**src/rtl/fixed_block_pool_allocator_top_macros.svh**
```systemverilog
// Assertion macros used by the block pool allocator RTL.
`ifndef FIXED_BLOCK_POOL_ALLOCATOR_TOP_MACROS_SVH
`define FIXED_BLOCK_POOL_ALLOCATOR_TOP_MACROS_SVH

// Same-cycle implication, checked outside reset.
`define FBPA_ASSERT_IMP(label, clk, rst, ante, cons, msg) \
  label: assert property (@(posedge clk) disable iff (rst) (ante) |-> (cons)) \
    else $error(msg);

// Next-cycle implication, checked outside reset.
`define FBPA_ASSERT_NEXT(label, clk, rst, ante, cons, msg) \
  label: assert property (@(posedge clk) disable iff (rst) (ante) |=> (cons)) \
    else $error(msg);

`endif

```
**src/rtl/fbpa_pkg.sv**
```systemverilog
// Types, constants and codes of the fixed block pool allocator.
package fbpa_pkg;

  localparam int MAX_BLOCKS      = 1024;
  localparam int WORD_BYTES      = 8;     // power of two
  localparam int MAX_BLOCK_BYTES = 4096;

  localparam int IDX_W      = $clog2(MAX_BLOCKS);
  localparam int LINK_W     = $clog2(MAX_BLOCKS + 1);
  localparam int WORD_SHIFT = $clog2(WORD_BYTES);
  localparam int STRIDE_W   = $clog2(MAX_BLOCK_BYTES / WORD_BYTES + 1);

  localparam int ACTION_W   = 3;
  localparam int STATUS_W   = 3;
  localparam int OFF_W      = 22;
  localparam int CNT_W      = 11;
  localparam int CTR_W      = 32;
  localparam int BYTES_W    = 13;
  localparam int CFG_IDX_W  = 1;
  localparam int CFG_DATA_W = 13;

  localparam int DIVD_W     = OFF_W - WORD_SHIFT;
  localparam int STEP_W     = $clog2(DIVD_W + 1);

  localparam logic [LINK_W-1:0] LINK_NULL = LINK_W'(MAX_BLOCKS);

  localparam int RESET_BLOCK_BYTES  = 8;
  localparam int RESET_POOL_BLOCKS  = 1024;
  localparam int RESET_STRIDE_WORDS = (RESET_BLOCK_BYTES + WORD_BYTES - 1) / WORD_BYTES;

  typedef enum logic [ACTION_W-1:0] {
    ACT_ALLOC       = 3'd0,
    ACT_FREE        = 3'd1,
    ACT_RESET_STATS = 3'd2,
    ACT_INIT        = 3'd3,
    ACT_CLEANUP     = 3'd4
  } action_e;

  typedef enum logic [STATUS_W-1:0] {
    ST_OK          = 3'd0,
    ST_EXHAUSTED   = 3'd1,
    ST_NOT_READY   = 3'd2,
    ST_FREE_REJECT = 3'd3,
    ST_BAD_COUNT   = 3'd4
  } status_e;

  typedef enum logic [CFG_IDX_W-1:0] {
    CFG_BLOCK_BYTES = 1'b0,
    CFG_POOL_BLOCKS = 1'b1
  } cfg_reg_e;

  typedef struct packed {
    logic [ACTION_W-1:0] action;
    logic [OFF_W-1:0]    free_offset;
  } cmd_t;

  typedef struct packed {
    logic [STATUS_W-1:0] status;
    logic [OFF_W-1:0]    block_offset;
    logic [CNT_W-1:0]    used_count;
    logic [CNT_W-1:0]    peak_count;
    logic [CTR_W-1:0]    alloc_total;
    logic [CTR_W-1:0]    free_total;
    logic [CTR_W-1:0]    fail_total;
    logic                list_empty;
    logic                all_free;
  } result_t;

  typedef struct packed {
    logic                go;
    logic [DIVD_W-1:0]   dividend;
    logic [STRIDE_W-1:0] divisor;
  } div_req_t;

  typedef struct packed {
    logic                done;
    logic [DIVD_W-1:0]   quot;
    logic [STRIDE_W-1:0] rem;
  } div_rsp_t;

endpackage

```
**src/rtl/fbpa_div.sv**
```systemverilog
// Restoring divider, one quotient bit per cycle, for offset-to-block mapping.
module fbpa_div (
  input  logic                clk,
  input  logic                rst,
  input  fbpa_pkg::div_req_t  req,
  output fbpa_pkg::div_rsp_t  rsp
);

  logic                                running;
  logic                                done;
  logic [fbpa_pkg::STEP_W-1:0]         steps;
  logic [fbpa_pkg::STRIDE_W-1:0]       rem;
  logic [fbpa_pkg::STRIDE_W-1:0]       dvsr;
  logic [fbpa_pkg::DIVD_W-1:0]         quot;
  logic [fbpa_pkg::STRIDE_W:0]         trial;
  logic [fbpa_pkg::STRIDE_W:0]         diff;
  logic                                fits;

  // shift in the next dividend bit and try the subtraction
  always_comb begin
    trial = {rem, quot[fbpa_pkg::DIVD_W-1]};
    diff  = trial - {1'b0, dvsr};
    fits  = (trial >= {1'b0, dvsr});
  end

  always_ff @(posedge clk) begin
    if (rst) begin
      running <= 1'b0;
      done    <= 1'b0;
    end else begin
      done <= 1'b0;
      if (req.go) begin
        running <= 1'b1;
      end else if (running && steps == fbpa_pkg::STEP_W'(1)) begin
        running <= 1'b0;
        done    <= 1'b1;
      end
    end
  end

  always_ff @(posedge clk) begin
    if (req.go) begin
      steps <= fbpa_pkg::STEP_W'(fbpa_pkg::DIVD_W);
      rem   <= '0;
      quot  <= req.dividend;
      dvsr  <= req.divisor;
    end else if (running) begin
      steps <= steps - fbpa_pkg::STEP_W'(1);
      rem   <= fits ? diff[fbpa_pkg::STRIDE_W-1:0] : trial[fbpa_pkg::STRIDE_W-1:0];
      quot  <= {quot[fbpa_pkg::DIVD_W-2:0], fits};
    end
  end

  assign rsp.done = done;
  assign rsp.quot = quot;
  assign rsp.rem  = rem;

endmodule

```
**config.mk**
```make
export PLATFORM = sky130hd
export DESIGN_NAME = fbpa_div
export DESIGN_NICKNAME = d
export VERILOG_FILES = /design/src/rtl/fixed_block_pool_allocator_top_macros.svh /design/src/rtl/fbpa_pkg.sv /design/src/rtl/fbpa_div.sv
export SDC_FILE = /design/constraint.sdc
export NUM_CORES = 1
export LEC_CHECK = 0
export ABC_AREA = 1
export BUFFER_PORTS_ARGS = -buffer_cell sky130_fd_sc_hd__buf_4
export CAP_MARGIN = 20
export CELL_PAD_IN_SITES_DETAIL_PLACEMENT = 0
export CELL_PAD_IN_SITES_GLOBAL_PLACEMENT = 1
export CORE_ASPECT_RATIO = 0.8
export CORE_MARGIN = 2
export CORE_UTILIZATION = 39
export CTS_BUF_LIST = sky130_fd_sc_hd__clkbuf_8 sky130_fd_sc_hd__clkbuf_16
export DETAILED_ROUTE_END_ITERATION = 12
export PLACE_DENSITY_LB_ADDON = 0.1
export SETUP_SLACK_MARGIN = 0.2
export SLEW_MARGIN = 0
export SYNTH_ARGS = -nofsm -noshare
export SYNTH_HDL_FRONTEND = slang
export SYNTH_SLANG_ARGS = --single-unit
```
**constraint.sdc**
```tcl
create_clock -name clk -period 2.3 [get_ports clk]
set_input_delay 0.23 -clock clk [delete_from_list [all_inputs] [get_ports clk]]
set_output_delay 0.23 -clock clk [all_outputs]
set_load 0.02 [all_outputs]
```
== Yosys cells after proc, flatten, opt, wreduce, memory -nomap -nowiden ==
Cells that the tools add are included.
Storage, ports and cells
  input bits: 32
  output and inout bits: 30
  bits in registers: 46
Operators by class
  reductions and logical operators: 4
  multiplexer cells: 6
  $lt $le $gt $ge: 1
  add/subtract/negate cells: 2
  equal/unequal tests: 1
Operators by type and width (number)
  19-bit two-way mux: 2
  11-bit by 10-bit >= comparator with 1-bit output: 1
  10-bit two-way mux: 1
  10-bit subtractor: 1
  5-bit by 1-bit == test with 1-bit output, second input constant: 1
  5-bit by 1-bit subtractor with 5-bit output, second input constant: 1
  2-bit nonzero test: 2
  1-bit two-way mux: 3
  2-bit OR reduction: 1
  1-bit logical AND: 1

== Depth between registers and ports, before layout ==
Gate-level depths: netlist of the first run.
  word-level depth: 4
  mapped depth: 13
  depth with buffers taken out: 13

== Worst setup path before layout of the first run ==
Ideal clock, no wire load.
  path type: reg-to-reg
  start: register quot[18] in the netlist's numbering
  end: register rem[8] in the netlist's numbering
  stages on the path, launching flop included: 13
  data arrival time: 1.708 ns
  slack: 0.479 ns
  period minus slack after synthesis: 1.821 ns
  cell sequence: edfxtp_1 > inv_1 > ha_1 > inv_1 > fa_1 > nand3_1 > nand2_1 > nand2_1 > nand3b_1 > nand2_1 > nand2_1 > nand3_1 > nand2_1
On the way
  longest elaborated chain between the ends: 2
  elaborated cells on any way between the ends: 3
  those cells by class: add/sub (1); order compare (1); mux (1)
RTL lines
  start: declaration: line fbpa_div.sv:14  | logic [fbpa_pkg::DIVD_W-1:0] quot;
  start signal: assignment: line fbpa_div.sv:45  | quot <= req.dividend;
  start signal: assignment: line fbpa_div.sv:50  | quot <= {quot[fbpa_pkg::DIVD_W-2:0], fits};
  10-bit subtractor or 11-bit by 10-bit >= comparator with 1-bit output (tied branches): line fbpa_div.sv:22, fbpa_div.sv:23
  10-bit two-way mux (*): line fbpa_div.sv:49  | rem <= fits ? diff[fbpa_pkg::STRIDE_W-1:0] : trial[fbpa_pkg::STRIDE_W-1:0];
  end signal: assignment: line fbpa_div.sv:49
  end: declaration: line fbpa_div.sv:12  | logic [fbpa_pkg::STRIDE_W-1:0] rem;
Mark *: on every way between the ends. The rest lies on a longest branch, timed or not.
A chain may end at the register's enable or synchronous reset.

== Worst setup path after layout of the first run ==
  start: register quot[18] in the netlist's numbering
  end: register rem[6] in the netlist's numbering
The elaborated chain is that of the path after synthesis.

==> impl_results.md, run 1 <==
- Number of nets in the layout: 418
- Syn nets: 354
- Layout cells sized above 1: 23.80%
- Total core area: 6311 um^2
- Crit. End Element: flip-flop
- Total track usage: 15.85%
- Worst hold path type: primary input to flip-flop
- Vias in the first global route: 1827
- Bufs on Longest Clock Path: 2
- Drt first pass iters: 4
- Critical Path, Cell by Cell: inv_1, ha_1, inv_1, fa_1, nand3_1, nand2_1, nand2_1, nand3b_1, nand2_1, nand2_1, nand3_1, nand2_1
- Max FO, Critical Path: 4
- Relative max-transition margin: 53.66%
- Count of cell types in the netlist: 30
- Area of the die: 7124 um^2
- Mapped cell area: 2520 um^2
- Synth warnings: 0
- Fin crit share: 84.61%
- Buf/Inv on CP: 2
- Fmax: 513.9 MHz
- Area overhead of the layout relative to synthesis: 25.67%
- Post-detail-place hpwl: 4000 um
- Max VDD drop: 0.5189 mV
- First-pass GRT wire length: 8763 um
- Total grt overflow: 0
- IO Pins: 62
- Leakage power: 0.001652 uW
- Post-Route WL: 5608 um
- RePlAce Congestion: 0.7973
- WL/cell: 12.24 um
- Synth Flop Type: edfxtp_1
- Vias: 2085
- Clock Latency Late Sink: 0.29 ns
- Worst Path Required: 2.49 ns
- Synth async-reset ratio: 0%
- RSZ-0062 raised after global routing: false
- Final Hold Viols: 0
- Vias per inst: 4.552
- CTS buffer count: 5
- Status: finished, final reports clean
- Layout fillers: 652
- Root buffer cell: clkbuf_8
- Power Density: 615.3 nW/um^2
- Clock sink count: 46
- Tightest Pin Transition: 0.6943 ns
- TritonCTS clock tree: yes
- FF+latch count, synth: 46
- Clk pin slew, worst setup/hold paths: 0.09 ns
- CP arrival: 2.14 ns
- Setup TNS: 0 ns
- Synthesized netlist cell count: 309
- Remaining DRCs: 0
- Chip width: 93.87 um
- Largest net degree at the start of global routing: 34
- Crit path kind: flip-flop to flip-flop
- Starting DRT DRC Count: 87
- Initial antenna violation count: 0
- Crit-path leading delay family: simple AND/OR/NAND/NOR gates
- Setup crit start kind: flip-flop
- # diodes: 0
- Cell mode on critical path: nand2_1
- DRT antenna net count: 0
- Rows: 26
- Largest stage delay, worst path: 0.41 ns
- CTS Hold Bufs: 0
- Die Height: 75.90 um
- Slowest CP cell: fa_1
- Initial Util: 39.93%
- Final setup viols: 0
- Min Tclk post-route: 1.946 ns
- Setup Skew: 0.005336 ns
- Post CTS Setup Buffer Count: 0
- Slew Viols, Final: 0
- Syn Area/Cell: 8.155 um^2
- IO Port Bufs: 61
- Number of synthesized flops with an enable pin: 29
- Post_cts resized: 0
- H-tree depth: 2
- Sequential area share after synthesis: 48.06%
- Total power: 1949 uW
- Max_cap viols: 0
==> Yosys cell counts, types with 2 or more instances <==
master / n / share of area [%]
a21oi_1: 5 / 0.99
a21oi_2: 2 / 0.70
buf_6: 3 / 1.3
clkbuf_1: 4 / 0.60
dfxtp_1: 17 / 14
edfxtp_1: 29 / 35
ha_1: 12 / 6.0
inv_1: 41 / 6.1
nand2_1: 122 / 18
nand2_2: 4 / 0.99
nand3_1: 18 / 3.6
nand3_2: 5 / 2.0
nand3b_1: 6 / 1.8
nand4_1: 3 / 0.74
nor2_1: 13 / 1.9
nor2_2: 4 / 0.99
nor3_1: 3 / 0.60
o21ai_0: 3 / 0.60
o21ai_1: 3 / 0.60
xnor2_1: 2 / 0.70
==> cell families (layout without fill, tap and decap cells) <==
family                     count (synthesis)  count (layout)  synth area share (%)
AOI/OAI and AO/OA                         16              16                 3.774
xor gates and xnor gates                   3               3                 1.043
adders and majority gates                 13              13                 6.753
buffers and inverters                     49             114                 8.342
DFF                                       46              46                 48.06
and+or+nand+nor                          182             182                 32.03
==> cells in the final DEF (no fill, tap or decap), drive strengths merged <==
| master | instances |
|---|---|
| or2 | 1 |
| ha | 12 |
| edfxtp | 29 |
| inv | 42 |
| clkbuf | 5 |
| xnor2 | 2 |
| nand2 | 127 |
| nor3b | 1 |
| a31oi | 1 |
| dfxtp | 17 |
| o21ai | 7 |
| a22oi | 1 |
| xor2 | 1 |
| nand3b | 6 |
| nor2 | 17 |
| and3 | 1 |
| a21oi | 7 |
| nand4 | 3 |
| nand3 | 23 |
| buf | 65 |
| bufinv | 1 |
| clkinvlp | 1 |
| fa | 1 |
| nor3 | 3 |
==> power breakdown <==
part	internal [uW]	switching [uW]
sequential	945	30.7
combinational	156	215
clock	320	281
total	1420	527
==> worst paths after layout <==
check             cells past startpoint  slack [ns]                  start               endpoint
setup reg to reg                     12        0.35     quot[18]$_DFFE_PP_    rem[6]$_SDFFE_PP0P_
hold / removal                        2        0.09                    rst   running$_SDFFE_PP0P_
hold reg to reg                       2        0.46  steps[4]$_SDFFE_PP1P_  steps[4]$_SDFFE_PP1P_
setup / recovery                     12        0.35     quot[18]$_DFFE_PP_    rem[6]$_SDFFE_PP0P_
==> state kept, by name, summed over array words and instances, names as in the netlist <==
signal   cells
quot        19
running      1
done         1
rem         10
dvsr        10
steps        5
==> per-layer routing <==
metal  part of all wire (%)  vias up  wire, um  GRT usage, %
li1                       -     1113         -             -
met5                      0        -         0             0
met3                    5.6        2       315         4.253
met1                     54      924      3009         25.34
met4                   0.43        0        24         2.415
met2                     40       46      2259         21.43
==> layout make-up <==
cell class,count,area (um^2),share of cell area [%]
Clock buffer,5,68.82,2.173
Multi-Input combinational cell,214,1099,34.69
Sequential cell,46,1211,38.25
Timing Repair Buffer,65,488.0,15.41
Inverter,41,153.9,4.860
Tap cell,84,105.1,3.319
Clock inverter,3,41.29,1.304
==> through the flow <==
step	util, %	cells	hold WS [ns]	setup WS [ns]	area, um^2
finish	50.18	458	0.09135	0.3540	3167
global route	50.18	458	0.07983	0.2017	3167
CTS	50.18	458	0.07952	0.3652	3167
detailed placement	48.43	450	0.4057	0.3918	3057
global placement	48.43	450	0.4048	0.3766	3057
floorplan	-	309	0.3061	0.4788	2520
(Power assumes the default switching activity.)
==> run 2, diff against run 1 <==
Clock period 2.3 ns to 1.8 ns, I/O delays scaled along.
==> run 2 against run 1 <==
  * Die area unchanged
  * Critical endpoint is now rem[2]$_SDFFE_PP0P_
  * Critical path depth is 1 lower
  * Power up 44%
  * Via count is 5.9% higher
==> impl_results.md, run 2 (synthesis gave the netlist of run 1 again) <==
- Largest stage delay, worst path: 0.42 ns
- Busiest grt layer: met1
- Clock sink count: 46
- Crit path kind: flip-flop to flip-flop
- Final Hold Viols: 0
- Met2 GRT Util: 25.32%
- Total track usage: 17.98%
- Total grt overflow: 0
- Chip width: 93.87 um
- Area of the die: 7124 um^2
- Max VDD drop: 0.4292 mV
- Drt first pass iters: 4
- Final setup viols: 0
- Area overhead of the layout relative to synthesis: 46.47%
- RSZ-0062 raised after global routing: true
- Rows: 26
- Finished Cell Area: 3691 um^2
- Initial antenna violation count: 0
- Setup Skew: 0.006894 ns
- Initial Util: 39.93%
- Slowest CP cell: edfxtp_1
- DP Area: 3221 um^2
- Root buffer cell: clkbuf_8
- Clock Latency Late Sink: 0.30 ns
- Total power: 2805 uW
- Largest net degree at the start of global routing: 28
- Layout fillers: 580
- Top flop regs: quot (19), dvsr (10), rem (10)
- Clk pin slew, worst setup/hold paths: 0.09 ns
- Starting DRT DRC Count: 139
- Remaining DRCs: 0
- Slew Viols, Final: 0
- DRT antenna net count: 0
- Final setup margin: 0.1343 ns
- Max_cap viols: 0
- Post-detail-place hpwl: 4445 um
- Vias in the first global route: 2021
- TritonCTS clock tree: yes
- Vias: 2207
- IO Port Bufs: 61
- RePlAce Congestion: 0.7865
- Min Tclk post-route: 1.666 ns
- Fmax: 600.3 MHz
- Reg with most FFs: quot
- Max reg flops: 19
- CTS buffer count: 5
- H-tree depth: 2
- Commonest non-fill, non-tap cell in the layout: nand2_1
- IO Pins: 62
- Relative max-transition margin: 77.83%
- Commonest cells after routing, fill and taps aside: nand2_1 (108), buf_4 (86), inv_1 (31)
- WHS: 0.03988 ns
- Setup TNS: 0 ns
- DP Worst Slack: -0.03743 ns
- Worst hold path type: primary input to flip-flop
- CTS Hold Bufs: 0
- # diodes: 0
- Met3 Use GR: 5.242%
- Critical Path, Cell by Cell: inv_2, ha_4, nand2_2, nor2_2, nand2_1, nor2_2, nor2_4, buf_6, nand3_2, nand3_2, o21ai_1
- Fin crit share: 92.54%
- Vias per inst: 4.569
- CP arrival: 1.85 ns
- First-pass GRT wire length: 9673 um
- Power Density: 759.8 nW/um^2
- Status: finished, final reports clean
- Leakage power: 0.001804 uW
- Tightest Pin Transition: 0.3325 ns
- Total core area: 6311 um^2
- Crit. End Element: flip-flop
- WL/cell: 12.70 um
- Max FO, Critical Path: 8
- M1 GR Usage: 26.66%
- Post-Route WL: 6132 um
- Bufs on Longest Clock Path: 2
- Worst Path Required: 1.98 ns
- Layout cells sized above 1: 40.85%
- Die Height: 75.90 um
- Setup crit start kind: flip-flop
- Number of nets in the layout: 443
[run 2: worst paths after layout]
check,end,startpoint,slack [ns],cells past startpoint
setup reg to reg,rem[2]$_SDFFE_PP0P_,quot[18]$_DFFE_PP_,0.13,11
hold / removal,done$_SDFF_PP0_,rst,0.04,2
hold reg to reg,steps[4]$_SDFFE_PP1P_,steps[4]$_SDFFE_PP1P_,0.48,2
setup / recovery,rem[2]$_SDFFE_PP0P_,quot[18]$_DFFE_PP_,0.13,11
[run 2: critical path: cells and delay by family, from the launching register on]
| kind | cells | cell delay, ns |
|---|---|---|
| AO/OA/AOI/OAI | 1 | 0.07 |
| adder cells (fa/ha/maj) | 1 | 0.20 |
| buffers and inverters | 2 | 0.29 |
| flip-flops | 1 | 0.42 |
| AND/OR/NAND/NOR | 7 | 0.56 |
[run 2: final cells by class]
class / instances / area, um^2 / share of cell area [%]
Multi-Input combinational cell: 214 / 1368 / 37.05
Sequential cell: 46 / 1217 / 32.98
Timing Repair Buffer: 90 / 699.4 / 18.95
Inverter: 41 / 158.9 / 4.305
Tap cell: 84 / 105.1 / 2.847
Clock buffer: 6 / 82.58 / 2.237
Clock inverter: 2 / 60.06 / 1.627
[run 2: power breakdown]
part	internal, uW	switching, uW	total, uW
clock network	592	354	946
logic	279	327	606
registers	1210	43.8	1250
total	2080	725	2800
[run 2: layer usage]
metal | vias to the layer above | share of wire [%]
met5 | - | 0
met3 | 4 | 4.5
met1 | 1001 | 52
li1 | 1162 | -
met2 | 40 | 43
met4 | 0 | 0.88
[run 2: what timing repair did]
action / 4_1_cts / 5_1_grt
gates resized for setup: 40 / 13
buffers inserted: 5 / 7
pin swaps: 13 / 10
endpoints found under the setup margin: 11 / 11
[run 2: metrics by stage]
stage / std cells / utilization (%)
finish: 483 / 58.49
global route: 483 / 58.49
CTS: 476 / 57.12
detailed placement: 463 / 51.03
global placement: 463 / 51.03
floorplan: 309 / -
